### src/rtl/core/frp_pkg.sv
// Shared types, constants and helper function of the framed packet receiver.
package frp_pkg;

  localparam int TYPE_BYTES = 8;
  localparam int BODY_BYTES = 64;
  localparam int TYPE_SLOTS = 4;

  localparam int TYPE_AW = $clog2(TYPE_BYTES);
  localparam int TYPE_CW = $clog2(TYPE_BYTES + 1);
  localparam int BODY_AW = $clog2(BODY_BYTES);
  localparam int BODY_CW = $clog2(BODY_BYTES + 1);
  localparam int SLOT_W  = 2;
  localparam int LEN_W   = 6;
  localparam int CFG_IW  = 3;
  localparam int CFG_DW  = 64;

  localparam logic [7:0] CH_START = 8'h24;
  localparam logic [7:0] CH_SEP   = 8'h2A;
  localparam logic [7:0] CH_CR    = 8'h0D;
  localparam logic [7:0] CH_LF    = 8'h0A;

  localparam logic [15:0] RESET_TIMEOUT = 16'd3000;

  localparam logic CMD_BYTE = 1'b0;
  localparam logic CMD_TICK = 1'b1;

  localparam logic [CFG_IW-1:0] REG_ENABLE   = 3'd0;
  localparam logic [CFG_IW-1:0] REG_TIMEOUT  = 3'd1;
  localparam logic [CFG_IW-1:0] REG_SLOTS    = 3'd2;
  localparam logic [CFG_IW-1:0] REG_PATTERN0 = 3'd3;
  localparam logic [CFG_IW-1:0] REG_PATTERN1 = 3'd4;
  localparam logic [CFG_IW-1:0] REG_PATTERN2 = 3'd5;
  localparam logic [CFG_IW-1:0] REG_PATTERN3 = 3'd6;

  localparam logic [1:0] MODE_IDLE = 2'd0;
  localparam logic [1:0] MODE_TYPE = 2'd1;
  localparam logic [1:0] MODE_BODY = 2'd2;

  localparam logic [1:0] ST_ACCEPTED = 2'd0;
  localparam logic [1:0] ST_BAD_SUM  = 2'd1;
  localparam logic [1:0] ST_SHORT    = 2'd2;
  localparam logic [1:0] ST_NO_TYPE  = 2'd3;

  typedef struct packed {
    logic              start;
    logic [1:0]        status;
    logic [SLOT_W-1:0] slot;
    logic [LEN_W-1:0]  len;
  } job_t;

  typedef struct packed {
    logic               en;
    logic [BODY_AW-1:0] addr;
    logic [7:0]         data;
  } ram_wr_t;

  // Returns {digit_ok, value} for one ASCII hex digit.
  function automatic logic [4:0] hex_digit(input logic [7:0] c);
    logic [4:0] r;
    begin
      r = 5'd0;
      if (c >= 8'h30 && c <= 8'h39) begin
        r = {1'b1, c[3:0]};
      end else if ((c >= 8'h41 && c <= 8'h46) || (c >= 8'h61 && c <= 8'h66)) begin
        r = {1'b1, c[3:0] + 4'd9};
      end
      return r;
    end
  endfunction

endpackage

### src/rtl/core/frp_body_ram.sv
// Body byte store: one write port and one registered read port.
module frp_body_ram (
  input  logic                         clk,
  input  frp_pkg::ram_wr_t             wr,
  input  logic                         rd_en,
  input  logic [frp_pkg::BODY_AW-1:0]  rd_addr,
  output logic [7:0]                   rd_data
);

  logic [7:0] mem [frp_pkg::BODY_BYTES];

  always_ff @(posedge clk) begin
    if (wr.en) begin
      mem[wr.addr] <= wr.data;
    end
  end

  always_ff @(posedge clk) begin
    if (rd_en) begin
      rd_data <= mem[rd_addr];
    end
  end

endmodule

### src/rtl/core/frp_parser.sv
// Frame parser: configuration registers, mode, timeout, checksum and type matching.
module frp_parser (
  input  logic                          clk,
  input  logic                          rst,
  input  logic                          cfg_wr_en,
  input  logic [frp_pkg::CFG_IW-1:0]    cfg_index,
  input  logic [frp_pkg::CFG_DW-1:0]    cfg_data,
  input  logic                          item_take,
  input  logic                          command,
  input  logic [7:0]                    rx_byte,
  output frp_pkg::ram_wr_t              ram_wr,
  output frp_pkg::job_t                 job
);

  logic        receive_enable;
  logic [15:0] timeout_ticks;
  logic [2:0]  type_slots_used;
  logic [63:0] type_pattern [frp_pkg::TYPE_SLOTS];

  logic [1:0]                 mode;
  logic [1:0]                 mode_next;
  logic [7:0]                 type_store [frp_pkg::TYPE_BYTES];
  logic [frp_pkg::TYPE_CW-1:0] type_count;
  logic [7:0]                 type_xor;
  logic                       type_ended;
  logic [frp_pkg::BODY_CW-1:0] body_count;
  logic [7:0]                 body_xor;
  logic [7:0]                 tail0;
  logic [7:0]                 tail1;
  logic [7:0]                 tail2;
  logic [15:0]                elapsed;
  logic [15:0]                elapsed_inc;

  logic [1:0]  eff_mode;
  logic        is_byte;
  logic        type_room;
  logic        body_room;
  logic [4:0]  hex_hi;
  logic [4:0]  hex_lo;
  logic [7:0]  got;
  logic [7:0]  chk;
  logic [2:0]  slots;
  logic [frp_pkg::TYPE_SLOTS-1:0] slot_hit;
  logic        any_hit;
  logic [frp_pkg::SLOT_W-1:0] first_slot;

  assign is_byte   = item_take && (command == frp_pkg::CMD_BYTE);
  assign eff_mode  = (mode != frp_pkg::MODE_IDLE && elapsed >= timeout_ticks) ?
                     frp_pkg::MODE_IDLE : mode;
  assign type_room = type_count < frp_pkg::TYPE_CW'(frp_pkg::TYPE_BYTES);
  assign body_room = body_count < frp_pkg::BODY_CW'(frp_pkg::BODY_BYTES);
  assign elapsed_inc = (elapsed != 16'hFFFF) ? elapsed + 16'd1 : elapsed;

  always_ff @(posedge clk) begin
    if (rst) begin
      receive_enable  <= 1'b1;
      timeout_ticks   <= frp_pkg::RESET_TIMEOUT;
      type_slots_used <= 3'd0;
      for (int i = 0; i < frp_pkg::TYPE_SLOTS; i++) begin
        type_pattern[i] <= 64'd0;
      end
    end else if (cfg_wr_en) begin
      unique case (cfg_index)
        frp_pkg::REG_ENABLE:   receive_enable  <= cfg_data[0];
        frp_pkg::REG_TIMEOUT:  timeout_ticks   <= cfg_data[15:0];
        frp_pkg::REG_SLOTS:    type_slots_used <= cfg_data[2:0];
        frp_pkg::REG_PATTERN0: type_pattern[0] <= cfg_data;
        frp_pkg::REG_PATTERN1: type_pattern[1] <= cfg_data;
        frp_pkg::REG_PATTERN2: type_pattern[2] <= cfg_data;
        frp_pkg::REG_PATTERN3: type_pattern[3] <= cfg_data;
        default: ;
      endcase
    end
  end

  // Checksum and hex field of the closing frame.
  always_comb begin
    hex_hi = frp_pkg::hex_digit(tail1);
    hex_lo = frp_pkg::hex_digit(tail0);
    got    = 8'd0;
    if (hex_hi[4]) begin
      got = hex_lo[4] ? {hex_hi[3:0], hex_lo[3:0]} : {4'd0, hex_hi[3:0]};
    end
    chk = type_xor ^ frp_pkg::CH_START ^ body_xor ^ tail0 ^ tail1 ^ tail2;
  end

  // Prefix match of the stored type against every slot.
  always_comb begin
    logic done;
    logic [7:0] pc;
    logic [7:0] tc;
    slots = (type_slots_used > 3'(frp_pkg::TYPE_SLOTS)) ?
            3'(frp_pkg::TYPE_SLOTS) : type_slots_used;
    for (int s = 0; s < frp_pkg::TYPE_SLOTS; s++) begin
      done = 1'b0;
      slot_hit[s] = 1'b1;
      for (int k = 0; k < 8; k++) begin
        pc = type_pattern[s][8*k +: 8];
        tc = (frp_pkg::TYPE_CW'(k) < type_count) ? type_store[k] : 8'd0;
        if (!done) begin
          if (pc == 8'd0) begin
            done = 1'b1;
          end else if (tc != pc) begin
            done = 1'b1;
            slot_hit[s] = 1'b0;
          end
        end
      end
      if (3'(s) >= slots) begin
        slot_hit[s] = 1'b0;
      end
    end
    any_hit = |slot_hit;
    first_slot = '0;
    for (int s = frp_pkg::TYPE_SLOTS - 1; s >= 0; s--) begin
      if (slot_hit[s]) begin
        first_slot = frp_pkg::SLOT_W'(s);
      end
    end
  end

  always_comb begin
    mode_next = mode;
    job = '0;
    ram_wr.en   = 1'b0;
    ram_wr.addr = body_count[frp_pkg::BODY_AW-1:0];
    ram_wr.data = rx_byte;
    if (item_take && command == frp_pkg::CMD_TICK) begin
      if (mode != frp_pkg::MODE_IDLE && elapsed_inc >= timeout_ticks) begin
        mode_next = frp_pkg::MODE_IDLE;
      end
    end else if (is_byte) begin
      unique case (eff_mode)
        frp_pkg::MODE_TYPE: begin
          mode_next = frp_pkg::MODE_TYPE;
          if (rx_byte == frp_pkg::CH_START) begin
            mode_next = frp_pkg::MODE_BODY;
          end else if (rx_byte == frp_pkg::CH_CR || rx_byte == frp_pkg::CH_LF) begin
            mode_next = frp_pkg::MODE_IDLE;
          end
        end
        frp_pkg::MODE_BODY: begin
          mode_next = frp_pkg::MODE_BODY;
          if (rx_byte == frp_pkg::CH_LF) begin
            mode_next = frp_pkg::MODE_IDLE;
            job.start = 1'b1;
            if (body_count < frp_pkg::BODY_CW'(3)) begin
              job.status = frp_pkg::ST_SHORT;
            end else if (chk != got) begin
              job.status = frp_pkg::ST_BAD_SUM;
            end else if (any_hit) begin
              job.status = frp_pkg::ST_ACCEPTED;
              job.slot   = first_slot;
              job.len    = frp_pkg::LEN_W'(body_count - frp_pkg::BODY_CW'(3));
            end else begin
              job.status = frp_pkg::ST_NO_TYPE;
            end
          end else if (rx_byte == frp_pkg::CH_START) begin
            mode_next = frp_pkg::MODE_IDLE;
          end else if (rx_byte != frp_pkg::CH_CR && body_room) begin
            ram_wr.en = 1'b1;
          end
        end
        default: begin
          mode_next = frp_pkg::MODE_IDLE;
          if (receive_enable && rx_byte == frp_pkg::CH_START) begin
            mode_next = frp_pkg::MODE_TYPE;
          end
        end
      endcase
    end
  end

  always_ff @(posedge clk) begin
    if (rst) begin
      mode       <= frp_pkg::MODE_IDLE;
      type_count <= '0;
      type_xor   <= 8'd0;
      type_ended <= 1'b0;
      body_count <= '0;
      body_xor   <= 8'd0;
      elapsed    <= 16'd0;
    end else begin
      mode <= mode_next;
      if (item_take && command == frp_pkg::CMD_TICK) begin
        if (mode != frp_pkg::MODE_IDLE) begin
          elapsed <= elapsed_inc;
        end
      end else if (is_byte) begin
        unique case (eff_mode)
          frp_pkg::MODE_TYPE: begin
            if (rx_byte != frp_pkg::CH_START && rx_byte != frp_pkg::CH_CR &&
                rx_byte != frp_pkg::CH_LF && type_room) begin
              type_count <= type_count + frp_pkg::TYPE_CW'(1);
              if (rx_byte == 8'd0) begin
                type_ended <= 1'b1;
              end else if (!type_ended) begin
                type_xor <= type_xor ^ rx_byte;
              end
            end
          end
          frp_pkg::MODE_BODY: begin
            if (ram_wr.en) begin
              body_count <= body_count + frp_pkg::BODY_CW'(1);
              body_xor   <= body_xor ^ rx_byte;
            end
          end
          default: begin
            if (receive_enable) begin
              elapsed <= 16'd0;
              if (rx_byte == frp_pkg::CH_START) begin
                type_count <= '0;
                type_xor   <= 8'd0;
                type_ended <= 1'b0;
                body_count <= '0;
                body_xor   <= 8'd0;
              end
            end
          end
        endcase
      end
    end
  end

  always_ff @(posedge clk) begin
    if (is_byte && eff_mode == frp_pkg::MODE_TYPE && type_room &&
        rx_byte != frp_pkg::CH_START && rx_byte != frp_pkg::CH_CR &&
        rx_byte != frp_pkg::CH_LF) begin
      type_store[type_count[frp_pkg::TYPE_AW-1:0]] <= rx_byte;
    end
    if (ram_wr.en) begin
      tail2 <= tail1;
      tail1 <= tail0;
      tail0 <= rx_byte;
    end
  end

endmodule

### src/rtl/core/frp_emitter.sv
// Result sequencer: reads the body store and presents one result per transaction.
module frp_emitter (
  input  logic                         clk,
  input  logic                         rst,
  input  frp_pkg::job_t                job,
  input  logic [7:0]                   rd_data,
  output logic                         rd_en,
  output logic [frp_pkg::BODY_AW-1:0]  rd_addr,
  output logic                         busy,
  output logic                         out_valid,
  input  logic                         out_ready,
  output logic [1:0]                   frame_status,
  output logic [1:0]                   matched_slot,
  output logic [5:0]                   body_length,
  output logic [7:0]                   body_byte,
  output logic                         byte_valid,
  output logic                         last
);

  localparam logic [1:0] S_IDLE = 2'd0;
  localparam logic [1:0] S_READ = 2'd1;
  localparam logic [1:0] S_SHOW = 2'd2;

  logic [1:0]                 state;
  logic [1:0]                 status;
  logic [frp_pkg::SLOT_W-1:0] slot;
  logic [frp_pkg::LEN_W-1:0]  len;
  logic [frp_pkg::BODY_AW-1:0] idx;
  logic                       has_data;
  logic                       at_end;

  assign at_end  = ({1'b0, idx} + 7'd1) == {1'b0, len};
  assign rd_en   = (state == S_READ);
  assign rd_addr = idx;
  assign busy    = (state != S_IDLE);

  assign out_valid    = (state == S_SHOW);
  assign frame_status = status;
  assign matched_slot = slot;
  assign body_length  = len;
  assign byte_valid   = has_data;
  assign body_byte    = has_data ? rd_data : 8'd0;
  assign last         = has_data ? at_end : 1'b1;

  always_ff @(posedge clk) begin
    if (rst) begin
      state <= S_IDLE;
    end else begin
      unique case (state)
        S_IDLE: begin
          if (job.start) begin
            state <= (job.status == frp_pkg::ST_ACCEPTED && job.len != '0) ?
                     S_READ : S_SHOW;
          end
        end
        S_READ: state <= S_SHOW;
        S_SHOW: begin
          if (out_ready) begin
            state <= (has_data && !at_end) ? S_READ : S_IDLE;
          end
        end
        default: state <= S_IDLE;
      endcase
    end
  end

  always_ff @(posedge clk) begin
    if (state == S_IDLE && job.start) begin
      status   <= job.status;
      slot     <= job.slot;
      len      <= job.len;
      idx      <= '0;
      has_data <= (job.status == frp_pkg::ST_ACCEPTED && job.len != '0);
    end else if (state == S_SHOW && out_ready && has_data && !at_end) begin
      idx <= idx + frp_pkg::BODY_AW'(1);
    end
  end

endmodule

### src/rtl/core/framed_packet_receiver_core.sv
// Top level of the framed packet receiver: parser, body store and result sequencer.
// Each byte or tick transaction is taken while no results are pending.
// After a closing LF the first result shows next cycle, or after a store read for a body.
// Each body result is read from the body store only after the previous one is accepted.
// Input is not taken while results of a frame are being delivered.
// Synchronous reset puts the parser and result sequencer in idle and loads the default register values.
module framed_packet_receiver_core (
  input  logic        clk,
  input  logic        rst,
  input  logic        cfg_wr_en,
  input  logic [2:0]  cfg_index,
  input  logic [63:0] cfg_data,
  input  logic        in_valid,
  output logic        in_ready,
  input  logic        command,
  input  logic [7:0]  rx_byte,
  output logic        out_valid,
  input  logic        out_ready,
  output logic [1:0]  frame_status,
  output logic [1:0]  matched_slot,
  output logic [5:0]  body_length,
  output logic [7:0]  body_byte,
  output logic        byte_valid,
  output logic        last
);

  frp_pkg::ram_wr_t             ram_wr;
  frp_pkg::job_t                job;
  logic                         rd_en;
  logic [frp_pkg::BODY_AW-1:0]  rd_addr;
  logic [7:0]                   rd_data;
  logic                         busy;

  assign in_ready = !busy;

  frp_parser u_parser (
    .clk       (clk),
    .rst       (rst),
    .cfg_wr_en (cfg_wr_en),
    .cfg_index (cfg_index),
    .cfg_data  (cfg_data),
    .item_take (in_valid && in_ready),
    .command   (command),
    .rx_byte   (rx_byte),
    .ram_wr    (ram_wr),
    .job       (job)
  );

  frp_body_ram u_ram (
    .clk     (clk),
    .wr      (ram_wr),
    .rd_en   (rd_en),
    .rd_addr (rd_addr),
    .rd_data (rd_data)
  );

  frp_emitter u_emitter (
    .clk          (clk),
    .rst          (rst),
    .job          (job),
    .rd_data      (rd_data),
    .rd_en        (rd_en),
    .rd_addr      (rd_addr),
    .busy         (busy),
    .out_valid    (out_valid),
    .out_ready    (out_ready),
    .frame_status (frame_status),
    .matched_slot (matched_slot),
    .body_length  (body_length),
    .body_byte    (body_byte),
    .byte_valid   (byte_valid),
    .last         (last)
  );

endmodule

### config.mk
export PLATFORM = sky130hd
export DESIGN_NAME = framed_packet_receiver_core
export DESIGN_NICKNAME = d
export VERILOG_FILES = /design/src/rtl/core/frp_pkg.sv /design/src/rtl/core/frp_body_ram.sv /design/src/rtl/core/frp_parser.sv /design/src/rtl/core/frp_emitter.sv /design/src/rtl/core/framed_packet_receiver_core.sv
export SDC_FILE = /design/constraint.sdc
export NUM_CORES = 1
export LEC_CHECK = 0
export BUFFER_PORTS_ARGS = -buffer_cell sky130_fd_sc_hd__buf_2
export CORE_UTILIZATION = 35
export CTS_CLUSTER_DIAMETER = 100
export CTS_CLUSTER_SIZE = 20
export DETAILED_ROUTE_END_ITERATION = 10
export GPL_TIMING_DRIVEN = 0
export MAX_ROUTING_LAYER = met4
export SETUP_SLACK_MARGIN = 0.05
export SLEW_MARGIN = 30
export SYNTH_ARGS = -nofsm -noshare
export SYNTH_HDL_FRONTEND = slang
export SYNTH_SLANG_ARGS = --single-unit
### constraint.sdc
create_clock -name clk -period 8 [get_ports clk]
set_input_delay 1.6 -clock clk [delete_from_list [all_inputs] [get_ports clk]]
set_output_delay 1.6 -clock clk [all_outputs]
set_load 0.05 [all_outputs]
==> results.md, run 1 <==
* Layout cells sized above 1 at 12.28%
* FP Rows at 129
* Synth-to-layout area growth at 10.54%
* Overall track demand over capacity in global routing at 18.22%
* Switching share of power at 22.15%
* Final-report max-slew violation count at 0
* Clock latency reported for the late side of the worst-skew pair at 0.68 ns
* Post-route fraction of the period consumed by the critical path at 76.56%
* Violation count after the first detailed-routing iteration at 2326
* Post-route DRC violation count at 0
* Share of synthesized flip-flops with an asynchronous set or reset at 0%
* Hold Buf Count CTS at 0
* EDFF count, synth at 875
* Routed wire per std cell at 22.91 um
* Worst hold slack at 0.4600 ns
* Type of element capturing the critical path: register
* Root buf cell: sky130_fd_sc_hd__clkbuf_16
* Outcome: finished clean
* Wire length of the first global-routing pass at 167200 um
* Total wire length after detailed routing at 112900 um
* Launching point of the worst reg2reg path: u_parser.elapsed[0]$_SDFFE_PP0P_
* TritonCTS Buffers at 54
* Count of pins on the block boundary at 103
* Critical-path cell with the highest stage delay: sky130_fd_sc_hd__nor2_1
* # Max-Cap Violations at 0
* Maximum operating frequency at 163.3 MHz
* Placed cell count at 4834
* Largest stage delay on the critical path at 0.96 ns
* Resized cells post-CTS at 0
* Count of buffer and inverter cells on the critical path at 1
* Final period demand of the worst path at 6.125 ns
* Total Die Area at 125900 um^2
* Instance count of the mapped netlist at 3076
* P_int at 0.006975 W
* Sw power at 0.001984 W
* Cell Pwr Density at 186.0 nW/um^2
* Unrepaired setup endpoints after global routing: false
* Via count of the first global-routing pass at 25340
* Sequential share of power at 62.3%
* Detailed-route vias per instance at 5.376
* Met1 global-route usage at 25.03%
* Maximum number of pins on one net before global-route repair at 51
* Worst Min Path Start: u_parser.timeout_ticks[6]$_SDFFE_PP0P_
* Port buffer count at 102
* Final number of hold-violating endpoints at 0
* Setup Skew at 0.03260 ns
* Hold WC Path Type: reg -> reg
* Type of element launching the critical path: register
* Power share of the clock group at 32.6%
* Number of sinks handled by clock tree synthesis at 949
* First-pass detailed-route iteration total at 6
* Fill count at 11660
* Classification of the worst setup path: reg -> reg
* Post-DP HPWL at 79600 um
* Crit path max-delay family: simple AND/OR/NAND/NOR gates
* Crit path cell chain: inv_1 -> ha_1 -> nand2b_1 -> a21o_1 -> a21o_1 -> a21o_1 -> a21o_1 -> a21o_1 -> a21o_1 -> a21o_1 -> a211o_1 -> a21boi_0 -> ha_1 -> nand2_1 -> nor4_1 -> nand3_1 -> nor2_1
* Number of unique standard cell types used by synthesis at 84
* Endpoints failing setup at 0
* Mapped Nets at 3205
* Mean area per synthesized cell at 14.17 um^2
* Launching instance or port of the critical path: u_parser.elapsed[0]$_SDFFE_PP0P_
* Main synth FF type: sky130_fd_sc_hd__edfxtp_1
* Worst path most repeated cell: sky130_fd_sc_hd__a21o_1
* Number of nets with antenna violations after detailed routing at 0
* TritonCTS clock tree: done
* GR Overflow Total at 0
* CTS Buffer Depth at 3
* Portion of the post-synthesis area used by sequential elements at 63.68%
* Worst Tran Pin Value at 1.010 ns
* Antenna violations before repair at 9
* Layer carrying the most global-route usage: met2
* Total of flip-flops plus latches after synthesis at 949
* Final Instance Count excl. Fillers at 4930
* Peak ir drop on the vdd network at 0.0001735 V
* Synthesis warning total at 0
* Static Leak at 15.27 nW
* Maximum fanout count along the critical path at 8
* Combinational cell fraction of total power at 5.1%
* Count of vias placed by the detailed router at 26510
* Setup fix buffers added after clock tree synthesis at 0
* Final estimated routing congestion in global placement at 0.9047
* Met3 Track Usage GR at 2.492%
* Effective utilization at floorplan at 35.25%
* H-tree depth reported by CTS at 2
* Height of the die at 354.9 um
* CTS clk-pin slew, worst paths at 0.09 ns
* Nets at 3382
* Chip Width at 354.9 um
* Met2 routing resource usage after global routing at 28.59%
* Worst Path Arrival at 6.41 ns
* Floorplan Core Area at 123600 um^2
* Cell area after technology mapping at 43590 um^2
* Worst-case headroom to the max-slew limit at 32.06%
* Required time of the critical path at 8.29 ns
-- state kept, by name, indices dropped and copies added, names as in the netlist, 2 cells and up --
| signal | cells |
|---|---|
| u_parser.type_store | 64 |
| u_ram.mem | 512 |
| u_parser.timeout_ticks | 16 |
| u_parser.tail0 | 8 |
| u_ram.rd_data | 8 |
| u_emitter.body_length | 6 |
| u_parser.elapsed | 16 |
| u_parser.tail2 | 8 |
| u_parser.type_slots_used | 3 |
| u_parser.type_xor | 8 |
| u_emitter.rd_addr | 6 |
| u_parser.type_pattern | 256 |
| u_emitter.frame_status | 2 |
| u_parser.mode | 2 |
| u_parser.body_xor | 8 |
| u_parser.tail1 | 8 |
| u_parser.body_count | 7 |
| u_emitter.matched_slot | 2 |
| u_emitter.state | 2 |
| u_parser.type_count | 4 |
-- layout by cell type (no fill, tap or decap), drive strengths merged, types with 13 or more instances in the layout --
master,synthesis,layout
xor2,84,84
ha,48,48
inv,58,59
dfxtp,74,74
a31oi,71,71
nand4,41,41
nand3b,19,19
o21ai,76,76
nor2b,15,15
nor4bb,67,67
o22ai,46,46
buf,20,135
and2,270,270
mux4,168,168
o32ai,18,18
nor4,38,38
nor3,31,31
nand3,34,34
a22oi,18,18
nor2,305,305
a211o,13,13
nand2,127,127
a21o,24,24
edfxtp,875,875
nand2b,23,23
o2bb2ai,23,23
a21oi,73,73
xnor2,131,131
clkbuf,132,223
-- Yosys cell counts (57+ instances only) --
master / instances / area, um^2
sky130_fd_sc_hd__o21ai_0: 74 / 370.4
sky130_fd_sc_hd__a21oi_1: 73 / 365.4
sky130_fd_sc_hd__and2_1: 269 / 1683
sky130_fd_sc_hd__a31oi_1: 70 / 437.9
sky130_fd_sc_hd__edfxtp_1: 875 / 26280
sky130_fd_sc_hd__clkbuf_1: 132 / 495.5
sky130_fd_sc_hd__nor2_1: 304 / 1141
sky130_fd_sc_hd__nor4bb_1: 67 / 670.6
sky130_fd_sc_hd__mux4_2: 168 / 3784
sky130_fd_sc_hd__inv_1: 57 / 214.0
sky130_fd_sc_hd__nand2_1: 127 / 476.7
sky130_fd_sc_hd__dfxtp_1: 74 / 1481
sky130_fd_sc_hd__xnor2_1: 131 / 1147
sky130_fd_sc_hd__xor2_1: 84 / 735.7
-- power by group through the flow --
stage / logic, W / registers (W) / clock network (W)
after global placement: 0.000431 / 0.00570 / 0
after floorplan: 0.000246 / 0.00567 / 0
after global routing: 0.000495 / 0.00559 / 0.00313
final: 0.000459 / 0.00558 / 0.00292
after CTS: 0.000462 / 0.00558 / 0.00297
after detailed placement: 0.000461 / 0.00569 / 0
-- tightest hold or removal path: stages (launching register included) --
cell and delay [ns]:
sky130_fd_sc_hd__dfxtp_1 0.32, sky130_fd_sc_hd__nand2_1 0.05, sky130_fd_sc_hd__a21oi_1 0.05
-- metal layers --
| metal | part of all wire (%) | wire (um) |
|---|---|---|
| met3 | 5.9 | 6638 |
| met4 | 2.3 | 2590 |
| met1 | 45 | 50390 |
| met2 | 47 | 53330 |
| met5 | 0 | 0 |
-- logic make-up after synthesis --
| family | share of synthesized area [%] |
|---|---|
| AND/OR/NAND/NOR | 12.92 |
| flip-flops | 63.68 |
| AO/OA/AOI/OAI | 7.022 |
| XOR/XNOR | 4.320 |
| buffers and inverters | 1.834 |
| multiplexers | 8.847 |
| adder cells (fa/ha/maj) | 1.378 |
-- area by class of cell --
cell class	instances	area [um^2]	share of cell area [%]
multi-input cells	1917	15100	31.34
inverters	58	217.7	0.4519
clock buffers	85	1489	3.090
plain buffers	152	596.8	1.239
diodes	4	10.01	0.02077
well taps	1637	2048	4.251
flip-flops and latches	949	27760	57.61
repair buffers	121	885.9	1.839
clock inverters	7	76.32	0.1584
-- final timing paths --
path / to / slack [ns] / depth (start not counted)
worst max-delay path: u_ram.mem[6][1]$_DFFE_PP_ / 1.88 / 17
worst min-delay path: u_parser.timeout_ticks[6]$_SDFFE_PP0P_ / 0.46 / 2
worst max register to register: u_ram.mem[6][1]$_DFFE_PP_ / 1.88 / 17
worst min register to register: u_parser.timeout_ticks[6]$_SDFFE_PP0P_ / 0.46 / 2
-- metrics by stage --
stage               util [%]  TNS, ns  setup slack (ns)  instance area [um^2]  power [W]
finish                 38.97        0             1.875                 48180   0.008959
global route           38.97        0             1.684                 48180   0.009220
CTS                    38.95        0             1.989                 48160   0.009010
detailed placement     37.68        0             2.030                 46590   0.006152
global placement       37.32  -156.77           -0.7933                 46140   0.006133
floorplan                  -        0             2.052                 43590   0.005918
Power figures use the tool's default switching activity.
==> run 2: changes to the inputs <==
==> constraint.sdc (replaced) <==
create_clock -name clk -period 4.95 [get_ports clk]
set_input_delay 0.99 -clock clk [delete_from_list [all_inputs] [get_ports clk]]
set_output_delay 0.99 -clock clk [all_outputs]
set_load 0.05 [all_outputs]
==> run 2 against run 1 <==
Effect of this change:
- sequential power is 62% higher
- cell count grew 0.45%
- count of clock-buffer cells in the layout down 9
- sequential share of layout area shrank 1.2 points
- critical path depth grew 1
- combinational power rose by 61%
- first-iteration DRC count increased by 3.9%
- worst hold slack worse by 0.0012 ns
- worst setup slack worse by 1.5 ns
- die area unchanged
- clock skew is 0.011 ns lower
- largest power group unchanged
==> results.md, run 2 (same netlist as run 1, synthesis figures left out) <==
* Outcome: finished clean
* Maximum number of pins on one net before global-route repair at 52
* Sequential share of power at 62.7%
* Post-route fraction of the period consumed by the critical path at 93.32%
* Setup Skew at 0.02160 ns
* Combinational cell fraction of total power at 5.1%
* Violation count after the first detailed-routing iteration at 2417
* Height of the die at 354.9 um
* Cell Pwr Density at 292.0 nW/um^2
* TritonCTS clock tree: done
* Antenna violations before repair at 17
* Root buf cell: sky130_fd_sc_hd__clkbuf_16
* Leading cell type in the layout, fill and taps excluded: sky130_fd_sc_hd__edfxtp_1
* Switching share of power at 22.09%
* Peak ir drop on the vdd network at 0.0002487 V
* Via count of the first global-routing pass at 25730
* Critical-path cell with the highest stage delay: sky130_fd_sc_hd__dfxtp_2
* H-tree depth reported by CTS at 2
* Clock latency reported for the late side of the worst-skew pair at 0.66 ns
* Power share of the clock group at 32.2%
* Number of sinks handled by clock tree synthesis at 949
* Register name with the most flops: u_ram.mem
* Worst hold slack at 0.4588 ns
* Final estimated routing congestion in global placement at 0.8969
* Worst Tran Pin Value at 1.051 ns
* Port buffer count at 102
* Detailed-route vias per instance at 5.375
* Hold Buf Count CTS at 0
* Floorplan Core Area at 123600 um^2
* Overall track demand over capacity in global routing at 18.34%
* # Max-Cap Violations at 0
* TritonCTS Buffers at 53
* First-pass detailed-route iteration total at 5
* Total wire length after detailed routing at 114300 um
* Chip Width at 354.9 um
* Final period demand of the worst path at 4.620 ns
* Nets at 3404
* Sum Neg Setup Slack at 0 ns
* Unrepaired setup endpoints after global routing: false
* Worst path most repeated cell: sky130_fd_sc_hd__a21o_1
* Number of nets with antenna violations after detailed routing at 0
* Type of element capturing the critical path: register
* Flip-flop count of the largest register, all copies and words added at 512
* Sw power at 0.003176 W
* Endpoints failing setup at 0
* Maximum operating frequency at 216.5 MHz
* Placed cell count at 4830
* Worst-case headroom to the max-slew limit at 29.92%
* Crit path max-delay family: compound AO/OA/AOI/OAI gates
* Maximum fanout count along the critical path at 8
* Count of vias placed by the detailed router at 26620
* GR Overflow Total at 0
* Total Die Area at 125900 um^2
* Wire length of the first global-routing pass at 168600 um
* Classification of the worst setup path: reg -> reg
* Worst Path Arrival at 4.95 ns
* Synth-to-layout area growth at 12.99%
* Effective utilization at floorplan at 35.25%
* P_int at 0.01121 W
* Final Instance Count excl. Fillers at 4952
* CTS clk-pin slew, worst paths at 0.09 ns
* Type of element launching the critical path: register
* CTS Buffer Depth at 3
* Crit path cell chain: inv_1 -> ha_1 -> nand2b_1 -> a21o_1 -> a21o_1 -> a21o_1 -> a21o_1 -> a21o_1 -> a21o_1 -> a21o_1 -> a211o_1 -> a21boi_0 -> ha_2 -> nand2_2 -> nor3_4 -> and2_2 -> nand2_4 -> nor2_4
* Final number of hold-violating endpoints at 0
* Post-route DRC violation count at 0
* Count of pins on the block boundary at 103
* Static Leak at 15.46 nW
* FP Rows at 129
* Largest stage delay on the critical path at 0.39 ns
* Commonest non-fill, non-tap cells in the layout: sky130_fd_sc_hd__edfxtp_1, sky130_fd_sc_hd__and2_1, sky130_fd_sc_hd__nor2_1, sky130_fd_sc_hd__mux4_2, sky130_fd_sc_hd__clkbuf_1
* Required time of the critical path at 5.28 ns
* Count of buffer and inverter cells on the critical path at 1
* Fill count at 11560
* Layout cells sized above 1 at 15.45%
* Routed wire per std cell at 23.07 um
* Final-report max-slew violation count at 0
* Post-DP HPWL at 80130 um
* Hold WC Path Type: reg -> reg
==> run 2: changes by cell type in the layout (fill, tap and decap cells not counted), sizes merged <==
cell    previous run  this run
clkbuf           223       211
clkinv             5         2
buf              135       161
diode              4        15
==> run 2: cell type report <==
| class | count | area, um^2 | area share, % |
|---|---|---|---|
| Antenna cell | 15 | 37.54 | 0.07622 |
| Multi-Input combinational cell | 1917 | 15760 | 31.99 |
| Inverter | 58 | 217.7 | 0.4421 |
| Sequential cell | 949 | 27760 | 56.36 |
| Buffer | 152 | 598.1 | 1.214 |
| Tap cell | 1637 | 2048 | 4.159 |
| Clock inverter | 4 | 52.55 | 0.1067 |
| Clock buffer | 76 | 1434 | 2.912 |
| Timing Repair Buffer | 144 | 1348 | 2.736 |
==> run 2: final timing paths <==
| kind | slack (ns) | end | depth (start not counted) | start |
|---|---|---|---|---|
| max | 0.33 | u_ram.mem[9][3]$_DFFE_PP_ | 18 | u_parser.elapsed[0]$_SDFFE_PP0P_ |
| min | 0.46 | u_parser.timeout_ticks[12]$_SDFFE_PP0P_ | 2 | u_parser.timeout_ticks[12]$_SDFFE_PP0P_ |
| max reg2reg | 0.33 | u_ram.mem[9][3]$_DFFE_PP_ | 18 | u_parser.elapsed[0]$_SDFFE_PP0P_ |
| min reg2reg | 0.46 | u_parser.timeout_ticks[12]$_SDFFE_PP0P_ | 2 | u_parser.timeout_ticks[12]$_SDFFE_PP0P_ |
==> run 2: metrics by stage <==
stage	utilization [%]	total power [W]	setup slack, ns	instance area [um^2]
after detailed placement	37.66	0.009943	-0.9656	46570
after global placement	37.33	0.009912	-1.446	46160
after global routing	39.82	0.01480	0.06906	49240
after CTS	39.27	0.01448	-0.1576	48550
final	39.83	0.01438	0.3304	49250
after floorplan	-	0.009565	0.1384	43600
==> run 2: layer usage <==
metal,routed length (um),track usage [%]
met5,0,-
met4,2429,4.474
met3,6273,2.354
met2,54520,29.19
met1,51030,24.93
==> run 2: worst min-delay path: cells and delay by family, from the launching register on <==
family             cells  cell delay (ns)
DFF                    1             0.32
AOI/OAI and AO/OA      1             0.05
and+or+nand+nor        1             0.05
==> run 2: repair_timing <==
action / 4_1_cts / 5_1_grt
cloned: 0 / 0
setup endpoints to repair: 576 / 607
setup buffers: 1 / 24
gates resized for setup: 133 / 40
pin swaps: 2 / 25
==> run 2: power by group through the flow <==
stage               Sequential (W)  Clock [W]  Combinational, W
detailed placement         0.00920          0          0.000742
global route               0.00904    0.00497          0.000797
global placement           0.00922          0          0.000695
floorplan                  0.00917          0          0.000398
CTS                        0.00902    0.00472          0.000744
finish                     0.00902    0.00463          0.000739
